<file path="src/rtl/icov_pkg.sv">
// ----------------------------------------------------------------------------
// icov_pkg
// Shared types, constants and helpers for the interval coverage histogram.
// ----------------------------------------------------------------------------
package icov_pkg;

	localparam int POSITIONS = 65536;
	localparam int MAX_COVER = 100;
	localparam int ADDR_W    = $clog2(POSITIONS);
	localparam int POS_W     = ADDR_W + 1;
	localparam int BIN_W     = $clog2(MAX_COVER + 1);
	localparam int CNT_W     = 17;
	localparam int SUM_W     = 32;

	localparam logic [7:0]       MASKED  = 8'd255;
	localparam logic [7:0]       COV_MAX = 8'(MAX_COVER);
	localparam logic [CNT_W-1:0] CNT_MAX = {CNT_W{1'b1}};
	localparam logic [POS_W-1:0] POS_ALL = POS_W'(POSITIONS);

	// input op codes
	localparam logic [2:0] OP_BEGIN  = 3'd0;
	localparam logic [2:0] OP_ALLOW  = 3'd1;
	localparam logic [2:0] OP_GAP    = 3'd2;
	localparam logic [2:0] OP_ADD    = 3'd3;
	localparam logic [2:0] OP_FINISH = 3'd4;
	localparam logic [2:0] OP_READ   = 3'd5;

	// internal command kinds
	localparam logic [2:0] K_NOP    = 3'd0;
	localparam logic [2:0] K_BEGIN  = 3'd1;
	localparam logic [2:0] K_WRITE  = 3'd2;
	localparam logic [2:0] K_ADD    = 3'd3;
	localparam logic [2:0] K_FINISH = 3'd4;
	localparam logic [2:0] K_READ   = 3'd5;

	// config register indexes
	localparam logic CFG_LENGTH   = 1'b0;
	localparam logic CFG_RESTRICT = 1'b1;

	typedef struct packed {
		logic [2:0]       op;
		logic [POS_W-1:0] range_start;
		logic [POS_W-1:0] range_end;
		logic [6:0]       bin_index;
	} in_item_t;

	typedef struct packed {
		logic             status;
		logic [CNT_W-1:0] unrestricted_count;
		logic [SUM_W-1:0] depth_sum;
		logic [CNT_W-1:0] covered_count;
		logic [CNT_W-1:0] bin_count;
	} out_item_t;

	typedef struct packed {
		logic [2:0]       kind;
		logic             status;
		logic [POS_W-1:0] start;
		logic [POS_W-1:0] stop;
		logic [7:0]       fill;
		logic [6:0]       bin;
	} cmd_t;

	function automatic logic [CNT_W-1:0] sat_inc(input logic [CNT_W-1:0] v);
		return (v == CNT_MAX) ? CNT_MAX : v + CNT_W'(1);
	endfunction

endpackage

</file>
<file path="src/rtl/icov_front.sv">
// ----------------------------------------------------------------------------
// icov_front
// Accepts requests, checks ranges and queues decoded commands (two deep).
// ----------------------------------------------------------------------------
module icov_front import icov_pkg::*; (
	input  logic             clk,
	input  logic             arst_n,
	input  logic             in_valid,
	output logic             in_ready,
	input  in_item_t         in_item,
	input  logic [POS_W-1:0] seq_length,
	input  logic             restrict_en,
	output logic             cmd_valid,
	input  logic             cmd_ready,
	output cmd_t             cmd
);

	cmd_t             q_mem [2];
	logic             wr_ptr_q, rd_ptr_q;
	logic [1:0]       cnt_q;
	logic [POS_W-1:0] len;
	logic             bad;
	cmd_t             dec;
	logic             push, pop;

	assign len = (seq_length > POS_ALL) ? POS_ALL : seq_length;
	assign bad = (in_item.range_start > len) || (in_item.range_end > len);

	always_comb begin
		dec        = '0;
		dec.start  = in_item.range_start;
		dec.stop   = in_item.range_end;
		dec.bin    = in_item.bin_index;
		dec.kind   = K_NOP;
		case (in_item.op)
			OP_BEGIN: begin
				dec.kind  = K_BEGIN;
				dec.start = '0;
				dec.stop  = POS_ALL;
				dec.fill  = restrict_en ? MASKED : 8'd0;
			end
			OP_ALLOW, OP_GAP, OP_ADD: begin
				if (bad) begin
					dec.status = 1'b1;
				end else begin
					dec.kind = (in_item.op == OP_ADD) ? K_ADD : K_WRITE;
					dec.fill = (in_item.op == OP_GAP) ? MASKED : 8'd0;
				end
			end
			OP_FINISH: begin
				dec.kind  = K_FINISH;
				dec.start = '0;
				dec.stop  = len;
			end
			OP_READ: dec.kind = K_READ;
			default: dec.kind = K_NOP;
		endcase
	end

	assign in_ready  = (cnt_q != 2'd2);
	assign cmd_valid = (cnt_q != 2'd0);
	assign cmd       = q_mem[rd_ptr_q];
	assign push      = in_valid && in_ready;
	assign pop       = cmd_valid && cmd_ready;

	always_ff @(posedge clk) begin
		if (push) q_mem[wr_ptr_q] <= dec;
	end

	always_ff @(posedge clk or negedge arst_n) begin
		if (!arst_n) begin
			wr_ptr_q <= 1'b0;
			rd_ptr_q <= 1'b0;
			cnt_q    <= 2'd0;
		end else begin
			if (push) wr_ptr_q <= ~wr_ptr_q;
			if (pop)  rd_ptr_q <= ~rd_ptr_q;
			cnt_q <= cnt_q + {1'b0, push} - {1'b0, pop};
		end
	end

endmodule

</file>
<file path="config.mk">
export PLATFORM = sky130hd
export DESIGN_NAME = icov_front
export DESIGN_NICKNAME = d
export VERILOG_FILES = /design/src/rtl/icov_pkg.sv /design/src/rtl/icov_front.sv
export SDC_FILE = /design/constraint.sdc
export NUM_CORES = 1
export LEC_CHECK = 0
export BUFFER_PORTS_ARGS = -buffer_cell sky130_fd_sc_hd__buf_2
export CAP_MARGIN = 20
export CORE_MARGIN = 2
export CORE_UTILIZATION = 24
export CTS_BUF_LIST = sky130_fd_sc_hd__clkbuf_16
export DETAILED_ROUTE_END_ITERATION = 10
export GPL_TIMING_DRIVEN = 0
export PLACE_DENSITY = 0.52
export SLEW_MARGIN = 20
export SYNTH_ARGS = -nofsm -noshare
export SYNTH_HDL_FRONTEND = slang
export SYNTH_SLANG_ARGS = --single-unit
</file>
<file path="constraint.sdc">
create_clock -name clk -period 4.7 [get_ports clk]
set_input_delay 1.41 -clock clk [delete_from_list [all_inputs] [get_ports clk]]
set_output_delay 1.41 -clock clk [all_outputs]
set_load 0.05 [all_outputs]
</file>
==> impl_metrics.ini, run 1 <==
[clocking]
htreeDepth = 3
cts_hold_buf = 0
post_cts_buffers = 0
clock-root-buffer = clkbuf_16
clkSinkCount = 96
cts_inserted_buffers = 9
clk_latency_ns = 0.35
cts_tree = done
cts_resized = 0
clockBufferDepth = 2
path_clk_slew_ns = 0.06

[die]
core_sq_um = 19500
dieHeight_um = 145
ios = 121
die_x_um = 145
dieArea_sq_um = 21000
start_util = 0.244
rows = 51

[grt]
grt_pass1_vias = 3230
antenna_found_initial = 2
grt_pass1_wl_mm = 18.3
grt_max_degree = 47
overflow = 0
grt_usage = 0.123

[placed_design]
pre_cts_ws_ns = 0.0413
gp_congestion = 0.869
postPlaceCellArea_sq_um = 5750
post-dp-hpwl_mm = 9.95
io_buffers = 120
dp.cells = 724

[sta]
tightest_slew_ns = 0.718
max_freq_mhz = 232
post-route-period-util = 0.916
hold_ws_ns = 0.518
setup_viol = 0
worst_slack_ns = 0.396
hold_viol = 0
drv_slew = 0
min_period_ns = 4.30
rsz0062_at_grt = no
fin_tns_setup_ns = 0
finalClockSkew_ns = 0.00764
relSlewSlack = 0.522

[setup_path]
critPathLaunchType = input pin
crit_arrival_ns = 4.40
ff2ff_path_depth = 7
r2r-start = cnt_q[1]$_DFF_PN0_
r2r-end = cnt_q[1]$_DFF_PN0_
max_stage_delay_ns = 0.44
slowest_stage = nor4_1
path_cells = buf_2 > nor4_1 > a41o_1 > clkbuf_1 > nand2_1 > ha_1 > nand4_1 > nor4_1 > nand2b_1 > o211ai_1 > a22oi_2 > a41o_1
reg2reg_setup_slack_ns = 2.89
cp-end-kind = flop
critPathKind = in -> reg
crit_path_max_fanout = 10
worstPathRequired_ns = 4.80

[drt]
drtIter0Drc = 144
drt_drc_violations_left = 0
post_drt_wl_per_cell_um = 17.4
routed_wl_mm = 12.9
via_per_inst = 4.43
dr.pass1.iters = 5
num_vias = 3280
ant_nets = 0

[synth]
synth_cell_types = 36
ys_warn_count = 0
netlist_instances = 337
synth_area_leaders = edfxtp_1 58%, mux2_2 11%, ha_1 9.5%, a22o_1 2.8%, and2_1 2.2%
syn-num-nets = 439
avgSynthCellArea_sq_um = 14.1
synth_top_flop_cell = edfxtp_1
synth-edff-count = 92
yosysTopAreaCell = edfxtp_1
synth_top_area_frac = 0.581
ys_seq_elements = 96
netlist_area_sq_um = 4750
ys_seq_area_frac = 0.602
synthArstFlopShare = 0.0417

[min_path]
hp-start = cnt_q[1]$_DFF_PN0_
hold_depth = 1
hold_end = cnt_q[1]$_DFF_PN0_
hold_path.class = reg -> reg

[cells_and_area]
diodes = 0
final_area_sq_um = 6060
drive_gt1_frac = 0.417
layout.cells.non_filler = 740
syn2layout_area_growth_pct = 27.4
final_util = 0.311
fin_nets = 572

[run]
maxCapViolCount = 0

[run_status]
status = finished, final reports clean

[power]
power_mw = 3.75
p_leak_nw = 2.40
p_per_area_nw_per_um2 = 620
ir_drop_mv = 0.220
[worst max-delay path, delay by kind of cell]
| kind | cells | cell delay, ns |
|---|---|---|
| AO/OA/AOI/OAI | 4 | 0.84 |
| AND/OR/NAND/NOR | 5 | 1.32 |
| buffers and inverters | 2 | 0.50 |
| adder cells (fa/ha/maj) | 1 | 0.34 |
[logic make-up (layout without fill, tap and decap cells)]
group	count (synthesis)	after routing	synth area share
AOI/OAI and AO/OA	48	48	0.0697
xor gates and xnor gates	4	4	0.00737
adders and majority gates	36	36	0.0947
buffers and inverters	25	163	0.0263
DFF	96	96	0.602
muxes	46	46	0.109
and+or+nand+nor	82	82	0.0908
[cell type report]
type                       count  area, sq um
fill                        1994        13400
sequential                    96         2860
multi-input combinational    216         1780
timing repair buffer         122          656
tap                          265          332
clock buffer                   9          225
buffer                        18         98.8
clock inverter                 7         80.1
inverter                       7         26.3
[cell usage after synthesis (7+ instances only)]
master    number
edfxtp_1      92
mux2_2        46
ha_1          36
nand2_1       28
a21oi_1       17
and2_1        17
a22o_1        15
nor2_1         9
buf_4          7
inv_1          7
o21ai_0        7
[state kept, by name (all words and copies together), names as in the netlist]
signal    flops
q_mem        92
rd_ptr_q      1
cnt_q         2
wr_ptr_q      1
[worst max path at each step]
stage	startpoint	endpoint	slack (ns)	cells after the start
floorplan	in_valid	q_mem[0][0]$_DFFE_PP_	0.79	2
finish	seq_length[5]	q_mem[1][50]$_DFFE_PP_	0.40	12
detailed placement	seq_length[5]	q_mem[1][50]$_DFFE_PP_	0.04	12
CTS	seq_length[5]	q_mem[1][50]$_DFFE_PP_	0.39	12
global placement	in_valid	q_mem[0][20]$_DFFE_PP_	-0.74	3
global route	seq_length[5]	q_mem[0][50]$_DFFE_PP_	0.18	12
[cells in the final DEF (no fill, tap or decap), types with 2 or more instances in the layout]
master	count
nor2_1	8
buf_4	7
o211ai_1	2
buf_16	2
a21oi_1	17
nor3_1	4
nand2_1	28
clkbuf_1	6
nand4_1	6
a22o_1	15
bufinv_16	2
a41o_1	2
mux2_2	46
and2_1	17
buf_2	124
and3_1	2
o21ai_0	7
or2_2	2
inv_1	10
dfrtp_1	4
xnor2_1	3
clkbuf_16	9
ha_1	36
nand2b_1	2
edfxtp_1	92
nor4_1	5
[metal layers]
layer	up-vias	share of wire	global-route usage
met5	-	0.0016	0
met4	4	0.011	0.0368
met3	16	0.065	0.0411
met2	110	0.49	0.208
met1	1597	0.44	0.148
li1	1553	-	-
[power by group]
part	switching [mW]	leakage (nW)	internal [mW]	total, mW
logic	1.26	1.33	0.507	1.77
clock network	0.298	0.161	0.458	0.756
registers	0.0479	0.911	1.18	1.23
total	1.61	2.40	2.15	3.75
Power figures use the tool's default switching activity.
==> inputs of run 2 (changes only) <==
--- a/config.mk
+++ b/config.mk
@@ -12,7 +12,7 @@
 export CTS_BUF_LIST = sky130_fd_sc_hd__clkbuf_16
 export DETAILED_ROUTE_END_ITERATION = 10
 export GPL_TIMING_DRIVEN = 0
-export PLACE_DENSITY = 0.52
+export PLACE_DENSITY = 0.49
 export SLEW_MARGIN = 20
 export SYNTH_ARGS = -nofsm -noshare
 export SYNTH_HDL_FRONTEND = slang
==> impl_metrics.ini, run 2 (synthesis gave the netlist of run 1 again) <==
[drt]
drt_drc_violations_left = 0
post_drt_wl_per_cell_um = 17.2
dr.pass1.iters = 5
num_vias = 3208
routed_wl_mm = 12.8
ant_nets = 0
drtIter0Drc = 158
via_per_inst = 4.33
wl_met2_mm = 6.26
top_layer_used = met4
met1_length_mm = 5.59
route.met3.wl_um = 757

[die]
ios = 121
start_util = 0.244
die_x_um = 145
dieArea_sq_um = 21000
dieHeight_um = 145
rows = 51
core_sq_um = 19500

[sta]
finalClockSkew_ns = 0.00894
post-route-period-util = 0.943
min_period_ns = 4.43
fin_tns_setup_ns = 0
setup_viol = 0
max_freq_mhz = 226
rsz0062_at_grt = no
relSlewSlack = 0.497
tightest_slew_ns = 0.755
hold_ws_ns = 0.514
drv_slew = 0
hold_viol = 0

[setup_path]
cp_num_cells = 12
slowest_stage = nor4_1
cp_top_family = simple AND/OR/NAND/NOR gates
crit_arrival_ns = 4.52
r2r-end = cnt_q[1]$_DFF_PN0_
crit_start = seq_length[5]
endpoint = q_mem[1][50]$_DFFE_PP_
cp-end-kind = flop
path_cells = buf_2 > nor4_1 > a41o_1 > clkbuf_1 > nand2_1 > ha_1 > nand4_1 > nor4_1 > nand2b_1 > o211ai_1 > a22oi_2 > a41o_1
critPathKind = in -> reg
ff2ff_path_depth = 7
cp_num_buf_inv = 2
r2r-start = cnt_q[1]$_DFF_PN0_
reg2reg_setup_slack_ns = 2.88
critPathLaunchType = input pin
crit_path_max_fanout = 10
worstPathRequired_ns = 4.79
max_stage_delay_ns = 0.50

[placed_design]
gp_congestion = 0.871
io_buffers = 120
post-dp-hpwl_mm = 9.91

[cells_and_area]
mostFrequentLayoutCells = 124 x buf_2, 92 x edfxtp_1, 46 x mux2_2
fin_nets = 572
drive_gt1_frac = 0.418
largest_registers = q_mem (92), cnt_q (2)
largest_reg_flops = 92
multi_input_comb_area_sq_um = 1780
layout_commonest_cell = buf_2
largest_register = q_mem
fillers = 1975
seqCellArea_sq_um = 2860
syn2layout_area_growth_pct = 26.8

[grt]
grt_pass1_vias = 3284
grt_max_degree = 47
antenna_found_initial = 2
grt_pass1_wl_mm = 18.5
overflow = 0
grt_usage = 0.123

[clocking]
clkSinkCount = 96
htreeDepth = 3
cts_inserted_buffers = 9
cts_hold_buf = 0
clock-root-buffer = clkbuf_16
clockBufferDepth = 2
cts_resized = 0
cts_tree = done
post_cts_buffers = 0
path_clk_slew_ns = 0.07
clk_latency_ns = 0.34

[power]
p_leak_nw = 2.38
p_per_area_nw_per_um2 = 612
ir_drop_mv = 0.305

[run_status]
status = finished, final reports clean

[min_path]
hold_path.class = reg -> reg

[run]
maxCapViolCount = 0
## run 2: changes by cell type in the layout (fill, tap and decap cells not counted)
| cell | change |
|---|---|
| diode_2 | +2 |
| buf_12 | +1 |
| buf_16 | -1 |
| bufinv_16 | -1 |
| clkinvlp_4 | +1 |
| inv_1 | -1 |
## run 2: area by class of cell
| cell class | count | area share |
|---|---|---|
| well taps | 265 | 0.0550 |
| plain buffers | 18 | 0.0164 |
| inverters | 7 | 0.00436 |
| repair buffers | 122 | 0.107 |
| diodes | 2 | 0.000830 |
| clock inverters | 6 | 0.00892 |
| flip-flops and latches | 96 | 0.475 |
| multi-input cells | 216 | 0.295 |
| clock buffers | 9 | 0.0373 |
## run 2: per-layer routing
layer	track usage	vias to the layer above
met2	0.210	98
met1	0.151	1540
met5	0	-
met4	0.0414	0
li1	-	1557
met3	0.0346	13
## run 2: where the power goes
part | leakage [nW] | internal [mW] | switching, mW
clock | 0.141 | 0.402 | 0.292
combinational | 1.33 | 0.503 | 1.26
sequential | 0.911 | 1.18 | 0.0485
## run 2: metrics by stage
stage                     setup WS, ns  std cells   util  power [mW]  area, sq um
after floorplan                  0.788        337      -        2.58         4750
after global placement          -0.762        722  0.292        3.00         5690
after detailed placement      -0.00416        724  0.295        3.05         5750
after CTS                        0.345        739  0.310        3.75         6030
after global routing            0.0876        739  0.310        3.88         6030
final                            0.270        741  0.310        3.69         6030
## run 2: worst reg2reg max path, cell delays in order (launching register included)
cell and delay, ns:
dfrtp_1 0.41, or2_2 0.32, and2_1 0.19, ha_1 0.27, inv_1 0.04, ha_1 0.19
xnor2_1 0.18, xnor2_1 0.14
## run 2: worst min path at each step
stage / cells after the start / to / startpoint
final: 1 / cnt_q[1]$_DFF_PN0_ / cnt_q[1]$_DFF_PN0_
after global routing: 1 / cnt_q[1]$_DFF_PN0_ / cnt_q[1]$_DFF_PN0_
after CTS: 1 / cnt_q[1]$_DFF_PN0_ / cnt_q[1]$_DFF_PN0_
after detailed placement: 1 / cnt_q[1]$_DFF_PN0_ / cnt_q[1]$_DFF_PN0_
after global placement: 1 / wr_ptr_q$_DFFE_PN0P_ / wr_ptr_q$_DFFE_PN0P_
after floorplan: 1 / cnt_q[1]$_DFF_PN0_ / cnt_q[1]$_DFF_PN0_
